**src/rtl/dxt_pkg.sv**
```systemverilog
// ----------------------------------------------------------------------------
// DXT block decoder package
// Word types, format codes and the constant dividers shared by the decoder.
// ----------------------------------------------------------------------------
package dxt_pkg;

  typedef enum logic [1:0] {
    FMT_DXT1 = 2'd0,
    FMT_DXT3 = 2'd1,
    FMT_DXT5 = 2'd2
  } format_e;

  localparam int unsigned NumLanes = 4;

  localparam logic [31:0] TransparentPx = 32'h00FF_FF00;
  localparam logic [7:0]  AlphaOpaque   = 8'hFF;
  localparam logic [7:0]  AlphaClear    = 8'h00;

  typedef struct packed {
    logic [63:0] color_block;
    logic [63:0] alpha_block;
  } in_word_t;

  typedef struct packed {
    logic [1:0]  row_index;
    logic [31:0] pixel_0;
    logic [31:0] pixel_1;
    logic [31:0] pixel_2;
    logic [31:0] pixel_3;
    logic        last_row;
  } out_word_t;

  typedef logic [3:0][31:0] pal_t;
  typedef logic [7:0][7:0]  atab_t;

  // x / 3 for x below 768, by reciprocal multiplication.
  function automatic logic [7:0] div3(input logic [9:0] x);
    logic [19:0] p;
    p = {10'd0, x} * 20'd683;
    return p[18:11];
  endfunction

  // x / 5 for x below 1280.
  function automatic logic [7:0] div5(input logic [10:0] x);
    logic [22:0] p;
    p = {12'd0, x} * 23'd3277;
    return p[21:14];
  endfunction

  // x / 7 for x below 1792.
  function automatic logic [7:0] div7(input logic [10:0] x);
    logic [22:0] p;
    p = {12'd0, x} * 23'd2341;
    return p[21:14];
  endfunction

endpackage

```
**src/rtl/dxt_block_decoder.sv**
```systemverilog
// ----------------------------------------------------------------------------
// DXT block decoder
// Decodes DXT1/DXT3/DXT5 4x4 blocks into four rows of 32-bit pixels.
// ----------------------------------------------------------------------------
// When a block word is accepted, its colour palette and alpha table are
// built and registered; four pixel lanes then decode one texel row per
// cycle while the output side does not stall, and the rows leave through
// an output register, top row first. The next block is accepted in the
// cycle in which the last row of the previous block moves on. The format
// register must only be written while no block is in flight.
module dxt_block_decoder (
  input  logic               clk_i,
  input  logic               rst_ni,
  input  logic               cfg_valid_i,
  output logic               cfg_ready_o,
  input  logic [1:0]         cfg_data_i,
  input  logic               in_valid_i,
  output logic               in_stall_o,
  input  dxt_pkg::in_word_t  in_data_i,
  output logic               out_valid_o,
  input  logic               out_stall_i,
  output dxt_pkg::out_word_t out_data_o
);
  import dxt_pkg::*;

  logic [1:0]  format_q;
  logic        blk_valid_q;
  logic [1:0]  row_q;
  pal_t        pal_d, pal_q;
  atab_t       atab_d, atab_q;
  logic [31:0] codes_q;
  logic [63:0] nibbles_q;
  logic [47:0] acodes_q;
  logic        out_valid_q;
  out_word_t   out_q;

  logic        out_adv;
  logic        emit;
  logic        blk_done;
  logic        accept;
  logic [31:0] lane_px [NumLanes];

  assign cfg_ready_o = 1'b1;

  assign out_adv    = !out_valid_q || !out_stall_i;
  assign emit       = blk_valid_q && out_adv;
  assign blk_done   = emit && (row_q == 2'd3);
  assign in_stall_o = blk_valid_q && !blk_done;
  assign accept     = in_valid_i && !in_stall_o;

  dxt_palette u_palette (
    .endpoint0_i (in_data_i.color_block[15:0]),
    .endpoint1_i (in_data_i.color_block[31:16]),
    .pal_o       (pal_d)
  );

  dxt_alpha_table u_alpha_table (
    .alpha0_i (in_data_i.alpha_block[7:0]),
    .alpha1_i (in_data_i.alpha_block[15:8]),
    .atab_o   (atab_d)
  );

  for (genvar n = 0; n < NumLanes; n++) begin : g_lane
    dxt_lane u_lane (
      .format_i       (format_q),
      .pal_i          (pal_q),
      .atab_i         (atab_q),
      .color_code_i   (codes_q[2*n +: 2]),
      .alpha_nibble_i (nibbles_q[4*n +: 4]),
      .alpha_code_i   (acodes_q[3*n +: 3]),
      .pixel_o        (lane_px[n])
    );
  end

  always_ff @(posedge clk_i or negedge rst_ni) begin
    if (!rst_ni) begin
      format_q    <= FMT_DXT1;
      blk_valid_q <= 1'b0;
      row_q       <= '0;
      out_valid_q <= 1'b0;
    end else begin
      if (cfg_valid_i) begin
        format_q <= cfg_data_i;
      end
      if (accept) begin
        blk_valid_q <= 1'b1;
        row_q       <= '0;
      end else if (emit) begin
        row_q <= row_q + 2'd1;
        if (blk_done) begin
          blk_valid_q <= 1'b0;
        end
      end
      if (out_adv) begin
        out_valid_q <= emit;
      end
    end
  end

  always_ff @(posedge clk_i) begin
    if (accept) begin
      pal_q     <= pal_d;
      atab_q    <= atab_d;
      codes_q   <= in_data_i.color_block[63:32];
      nibbles_q <= in_data_i.alpha_block;
      acodes_q  <= in_data_i.alpha_block[63:16];
    end else if (emit) begin
      codes_q   <= {8'd0, codes_q[31:8]};
      nibbles_q <= {16'd0, nibbles_q[63:16]};
      acodes_q  <= {12'd0, acodes_q[47:12]};
    end
    if (emit) begin
      out_q.row_index <= row_q;
      out_q.pixel_0   <= lane_px[0];
      out_q.pixel_1   <= lane_px[1];
      out_q.pixel_2   <= lane_px[2];
      out_q.pixel_3   <= lane_px[3];
      out_q.last_row  <= (row_q == 2'd3);
    end
  end

  assign out_valid_o = out_valid_q;
  assign out_data_o  = out_q;

endmodule

```
**src/rtl/dxt_palette.sv**
```systemverilog
// ----------------------------------------------------------------------------
// DXT colour palette
// Widens the two 565 endpoints and builds the four-entry colour palette.
// ----------------------------------------------------------------------------
module dxt_palette (
  input  logic [15:0]   endpoint0_i,
  input  logic [15:0]   endpoint1_i,
  output dxt_pkg::pal_t pal_o
);
  import dxt_pkg::*;

  logic [7:0] c0 [3];
  logic [7:0] c1 [3];
  logic [7:0] third0 [3];
  logic [7:0] third1 [3];
  logic [7:0] half [3];
  logic [8:0] sum2 [3];

  assign c0[0] = {endpoint0_i[15:11], 3'b000};
  assign c0[1] = {endpoint0_i[10:5], 2'b00};
  assign c0[2] = {endpoint0_i[4:0], 3'b000};
  assign c1[0] = {endpoint1_i[15:11], 3'b000};
  assign c1[1] = {endpoint1_i[10:5], 2'b00};
  assign c1[2] = {endpoint1_i[4:0], 3'b000};

  always_comb begin
    for (int c = 0; c < 3; c++) begin
      third0[c] = div3({1'b0, c0[c], 1'b0} + {2'b00, c1[c]});
      third1[c] = div3({2'b00, c0[c]} + {1'b0, c1[c], 1'b0});
      sum2[c]   = {1'b0, c0[c]} + {1'b0, c1[c]};
      half[c]   = sum2[c][8:1];
    end
  end

  always_comb begin
    pal_o[0] = {AlphaOpaque, c0[2], c0[1], c0[0]};
    pal_o[1] = {AlphaOpaque, c1[2], c1[1], c1[0]};
    if (endpoint0_i > endpoint1_i) begin
      pal_o[2] = {AlphaOpaque, third0[2], third0[1], third0[0]};
      pal_o[3] = {AlphaOpaque, third1[2], third1[1], third1[0]};
    end else begin
      pal_o[2] = {AlphaOpaque, half[2], half[1], half[0]};
      pal_o[3] = TransparentPx;
    end
  end

endmodule

```
**src/rtl/dxt_alpha_table.sv**
```systemverilog
// ----------------------------------------------------------------------------
// DXT interpolated alpha table
// Builds the eight-entry alpha table from the two alpha endpoints.
// ----------------------------------------------------------------------------
module dxt_alpha_table (
  input  logic [7:0]     alpha0_i,
  input  logic [7:0]     alpha1_i,
  output dxt_pkg::atab_t atab_o
);
  import dxt_pkg::*;

  logic [10:0] s7;
  logic [10:0] s5;

  always_comb begin
    s7 = '0;
    s5 = '0;
    atab_o[0] = alpha0_i;
    atab_o[1] = alpha1_i;
    if (alpha0_i > alpha1_i) begin
      for (int k = 1; k <= 6; k++) begin
        s7 = {3'd0, alpha0_i} * 11'(7 - k) + {3'd0, alpha1_i} * 11'(k);
        atab_o[k + 1] = div7(s7);
      end
    end else begin
      for (int k = 1; k <= 4; k++) begin
        s5 = {3'd0, alpha0_i} * 11'(5 - k) + {3'd0, alpha1_i} * 11'(k);
        atab_o[k + 1] = div5(s5);
      end
      atab_o[6] = AlphaClear;
      atab_o[7] = AlphaOpaque;
    end
  end

endmodule

```
**src/rtl/dxt_lane.sv**
```systemverilog
// ----------------------------------------------------------------------------
// DXT pixel lane
// Decodes one texel of a row: palette colour plus alpha for the format.
// ----------------------------------------------------------------------------
module dxt_lane (
  input  logic [1:0]     format_i,
  input  dxt_pkg::pal_t  pal_i,
  input  dxt_pkg::atab_t atab_i,
  input  logic [1:0]     color_code_i,
  input  logic [3:0]     alpha_nibble_i,
  input  logic [2:0]     alpha_code_i,
  output logic [31:0]    pixel_o
);
  import dxt_pkg::*;

  logic [31:0] px;

  assign px = pal_i[color_code_i];

  always_comb begin
    case (format_i)
      FMT_DXT3: pixel_o = {alpha_nibble_i, alpha_nibble_i, px[23:0]};
      FMT_DXT5: pixel_o = {atab_i[alpha_code_i], px[23:0]};
      default:  pixel_o = px;
    endcase
  end

endmodule

```
**config.mk**
```make
export PLATFORM = sky130hd
export DESIGN_NAME = dxt_block_decoder
export DESIGN_NICKNAME = d
export VERILOG_FILES = /design/src/rtl/dxt_pkg.sv /design/src/rtl/dxt_block_decoder.sv /design/src/rtl/dxt_palette.sv /design/src/rtl/dxt_alpha_table.sv /design/src/rtl/dxt_lane.sv
export SDC_FILE = /design/constraint.sdc
export NUM_CORES = 2
export LEC_CHECK = 0
export BUFFER_PORTS_ARGS = -buffer_cell sky130_fd_sc_hd__buf_2
export CORE_UTILIZATION = 25
export CTS_CLUSTER_SIZE = 10
export DETAILED_ROUTE_END_ITERATION = 6
export PLACE_DENSITY = 0.46
export RECOVER_POWER = 100
export SETUP_SLACK_MARGIN = 0.4
export SLEW_MARGIN = 20
export SYNTH_ARGS = -nofsm -noshare
export SYNTH_HDL_FRONTEND = slang
export SYNTH_SLANG_ARGS = --single-unit
```
**constraint.sdc**
```tcl
create_clock -name clk_i -period 23.4 [get_ports clk_i]
set_input_delay 4.68 -clock clk_i [delete_from_list [all_inputs] [get_ports clk_i]]
set_output_delay 4.68 -clock clk_i [all_outputs]
set_load 0.01 [all_outputs]
```
# After elaboration in Yosys (flattened, before gate mapping)
# Cells that the tools add are included.
[op_classes]
add_sub_neg = 20
mul = 22
div_mod_pow = 0
n_lt_le_gt_ge = 10
eq_ne = 3
n_shift = 0
muxes = 33
bitwise_logic = 0
reduce_logical = 12
[op_table]
columns = ["operator", "n"]
rows = [
  ["$bmux 32 s2", 4],
  ["$pmux 32 s2", 4],
  ["$mux 32", 7],
  ["$mul 11x12->22 const B", 10],
  ["$mux 64", 3],
  ["$mul 10x10->19 const B", 6],
  ["$bmux 8 s3", 4],
  ["$mux 48", 2],
  ["$mul 8x2->10 const B", 4],
  ["$mux 8", 4],
  ["$add 8x9->10", 3],
  ["$add 9x8->10", 3],
  ["$add 8x8->9", 3],
  ["$add 10x10->11", 2],
  ["$mul 8x3->11 const B", 2],
  ["$gt 16x16->1", 1],
  ["$lt 3x4->1 const B", 4],
  ["$lt 2x3->1 const B", 4],
  ["$add 10x8->11", 1],
  ["$add 10x9->11", 1],
  ["$add 11x8->11", 1],
  ["$add 11x9->11", 1],
  ["$add 8x10->11", 1],
  ["$add 8x11->11", 1],
  ["other kinds (13)", 24],
]
[totals]
register_bits = 441
latchBits = 0
ramBits = 0
romBits = 0
inputBits = 135
wordCells = 126
mem_count = 0

# Longest topological paths before layout
[depth]
ltp_word = 10
mapped_depth = 32
mapped_depth_nobuf = 32

# Modules after synthesis
# A second synthesis with hierarchy kept.
[hier_totals]
cells_unflattened = 4532
area_unflattened_um2 = 52825.7
[by_module_without_submodules]
columns = ["module", "instances", "cells_per_inst", "area_per_inst_um2", "seq_area_each_um2"]
rows = [
  ["dxt_alpha_table", 1, 2379, 21553.2, 0.0],
  ["dxt_block_decoder", 1, 631, 15682.5, 13813.2],
  ["dxt_palette", 1, 1138, 10029.6, 0.0],
  ["dxt_lane", 4, 96, 1390.1, 0.0],
]

# Least setup slack after synthesis
# Ideal clock, no wire load.
[synth_path]
kind = "input to register"
from = "input out_stall_i"
to = "register acodes_q[0], enable pin"
setup_ns = 0.476
arrival_ns = 14.526
setup_slack_ns = 8.398
path_stages = 3
cell_sequence = "a21oi_1 > a21oi_1 > inv_1"
[synth_via]
elab_chain_cells = 9
[synth_rtl]
columns = ["element", "line", "rtl"]
rows = [
  ["start, declared", "dxt_block_decoder.sv:21", "input logic out_stall_i,"],
  ["$logic_not 1->1 *", "dxt_block_decoder.sv:45", "assign out_adv = !out_valid_q || !out_stall_i;"],
  ["$logic_or 1x1->1 *", "dxt_block_decoder.sv:45", ""],
  ["$logic_and 1x1->1 *", "dxt_block_decoder.sv:46", "assign emit = blk_valid_q && out_adv;"],
  ["$logic_and 1x1->1", "dxt_block_decoder.sv:47", "assign blk_done = emit && (row_q == 2'd3);"],
  ["$logic_not 1->1", "dxt_block_decoder.sv:48", "assign in_stall_o = blk_valid_q && !blk_done;"],
  ["$logic_and 1x1->1", "dxt_block_decoder.sv:48", ""],
  ["$logic_not 1->1", "dxt_block_decoder.sv:49", "assign accept = in_valid_i && !in_stall_o;"],
  ["$logic_and 1x1->1", "dxt_block_decoder.sv:49", ""],
  ["$reduce_bool 2->1 (no line) *", "n/a", ""],
  ["end signal, assigned", "dxt_block_decoder.sv:106", "acodes_q <= in_data_i.alpha_block[63:16];"],
  ["end signal, assigned", "dxt_block_decoder.sv:110", "acodes_q <= {12'd0, acodes_q[47:12]};"],
  ["end, declared", "dxt_block_decoder.sv:33", "logic [47:0] acodes_q;"],
]
# Every way passes the cells marked *; elsewhere a longest branch is shown, timed or not.
# A chain may end at the register's enable or synchronous reset.

==> results.yml <==
outcome:
  status: "finished with violations"
  violations: "capacitance limit, slew limit"
final_layout:
  finalNetCount: 6133
  nFillCells: 20000
  drive_gt1_share_pct: 8.05
  multiInputGateArea_um2: 32900
  seqCellArea_um2: 12400
  syn2layout_area_growth_pct: 12.1
  final_cell_mix: "ha_1 (1094), inv_1 (638), edfxtp_1 (408), nand2_1 (341), fa_1 (307)"
  mostFrequentLayoutCell: "ha_1"
sta:
  fin_crit_ps: 13790
  skew_ps: 39.3
  period_share_pct: 58.9
  max-slew-margin-rel_pct: -415
  timing.hold.ws_ps: 490
  rsz0062_at_grt: "false"
  max_clock_freq_mhz: 72.5
  layout_setup_ws_ps: 9610
  hold_viol: 0
  drv_slew: 866
  setup_viol: 0
  setup_tns_ps: 0
  tightest_slew_ps: 7720
route:
  drtIter0Drc: 1472
  drc: 0
  num_vias: 32600
  routed_wl_um: 142000
  firstDrtPassIters: 5
  postRouteAntennaNets: 0
  via_per_inst: 4.56
  wl_per_cell_um: 19.9
logic_synthesis:
  avgSynthCellArea_um2: 11.1
  syn_nets: 5856
  synth_area_um2: 48100
  netlist_top_cells_area: "ha_1 (28%), edfxtp_1 (25%), fa_1 (13%)"
  synth-seq-cells: 414
  synth_edf_count: 408
  yosys_warnings: 0
  ys_async_sr_fraction_pct: 1.45
  synth.distinct_cells: 84
  netlist.area_leader.share_pct: 28.4
  synthFlopType: "edfxtp_1"
  synth_cells: 4320
  synth-seq-area-share_pct: 25.8
  post-synth-top-area-cell: "ha_1"
grt:
  grt_pass1_wl_um: 215000
  grt_max_degree: 132
  track_usage_pct: 14.7
  grt_overflow: 0
  antenna_found_initial: 30
  grt_pass1_vias: 34300
cts:
  tritoncts: "done"
  cts-buffers-inserted: 53
  cts.hold.buffers_added: 0
  insertion_delay_ps: 670
  clock-sinks: 414
  clk_pin_slew_ps: 60
  cts_resized: 0
  cts.path.max_buffers: 3
  cts_max_level: 2
  postCtsSetupBuffers: 0
  root_buffer: "clkbuf_16"
place:
  hpwlAfterDp_um: 116000
  io_buffer_count: 267
  gp_congestion: 0.855
  place_ws_ps: 10450
floorplanning:
  core_um2: 191000
  initial_core_util_pct: 25.2
  die-width_um: 441
  ioPinCount: 269
  placementRows: 160
  die_h_um: 441
  dieArea_um2: 194000
critical_path:
  cp-start-kind: "input pin"
  path_buf_inv: 5
  required_ps: 23800
  crit_type: "in -> reg"
  cpMaxStageDelayCell: "clkbuf_1"
  path_delay_family: "adder cells"
  cp_slowest_stage_delay_ps: 1790
  arrival_ps: 14180
  path_common_cell: "fa_1"
  critPathCaptureType: "flop"
  cp_max_fo: 22
flow_run:
  maxCapViolCount: 20
hold_path:
  hold_path.class: "reg -> reg"
## worst reg2reg max path: stages (launching register included)
cell and delay [ps]:
dfrtp_1 410, ha_1 200, nand2_1 70, nand2_1 60, clkbuf_1 1160, nand2_4 120, clkinvlp_2 2350, clkbuf_1 2980
nand2_1 400, nand2_1 160
## worst paths after layout
path	slack, ps	startpoint	to	cells past startpoint
setup / recovery	9610	in_data_i[0]	atab_q[31]$_DFFE_PP_	31
min in group asynchronous	3910	rst_ni	row_q[1]$_DFFE_PN0P_	1
hold reg to reg	490	nibbles_q[32]$_DFFE_PP_	nibbles_q[16]$_DFFE_PP_	2
max in group asynchronous	19240	rst_ni	row_q[0]$_DFFE_PN0P_	1
setup reg to reg	15360	row_q[0]$_DFFE_PN0P_	codes_q[13]$_DFFE_PP_	9
hold / removal	490	nibbles_q[32]$_DFFE_PP_	nibbles_q[16]$_DFFE_PP_	2
## metal layers
metal	track usage, %	wire [um]	up-vias
met2	25.0	68600	540
met5	0	7	-
li1	-	-	15800
met4	5.26	5130	2
met3	1.34	4470	198
met1	19.3	64000	16100
## kinds of logic after synthesis
group,count (synthesis),share of synthesized area [%]
adders and majority gates,1401,41.2
and+or+nand+nor,758,7.22
buffers and inverters,731,5.72
AOI/OAI and AO/OA,544,7.48
DFF,414,25.8
xor gates and xnor gates,256,4.69
muxes,215,7.89
other,1,0.00779
## stage by stage
step	instances	cell area, um2	util [%]
CTS	7144	54300	28.5
global placement	7053	52600	27.6
global route	7160	53900	28.3
finish	7161	53900	28.3
floorplan	4320	48100	-
detailed placement	7053	52600	27.6
## final cells by class
class	count	area share, %
timing repair buffer	311	2.51
multi-input combinational	3175	61.1
antenna	17	0.0789
clock inverter	20	0.450
sequential	414	23.0
clock buffer	71	2.60
tap	2511	5.83
inverter	642	4.47
## cell usage after synthesis (12+ instances only)
master and n:
ha_1 1094, inv_1 640, edfxtp_1 408, nand2_1 342
fa_1 307, xnor2_1 176, a21oi_1 151, nor2_1 134
mux4_2 128, o21ai_0 120, xor2_1 79, clkbuf_1 67
nor2b_1 64, a21o_1 55, mux2i_1 54, nor3_1 43
nand3_1 42, mux2_2 33, a22oi_1 32, o21bai_1 32
and3_1 28, o21a_1 28, or3_1 20, and2_1 19
nand2b_1 19, buf_1 16, o31ai_1 16, a31oi_1 14
nand4_1 14, a211oi_1 12, or2_2 12
## sequential cells by signal, summed over array words and instances (netlist names), 2 cells and up
name and cells:
nibbles_q 53, pal_q 81, out_data_o 131, format_q 2
codes_q 32, row_q 2, acodes_q 47, atab_q 64
Power is not shown: default switching activity piles up to over one toggle a cycle in this logic, so the estimate is an artifact.
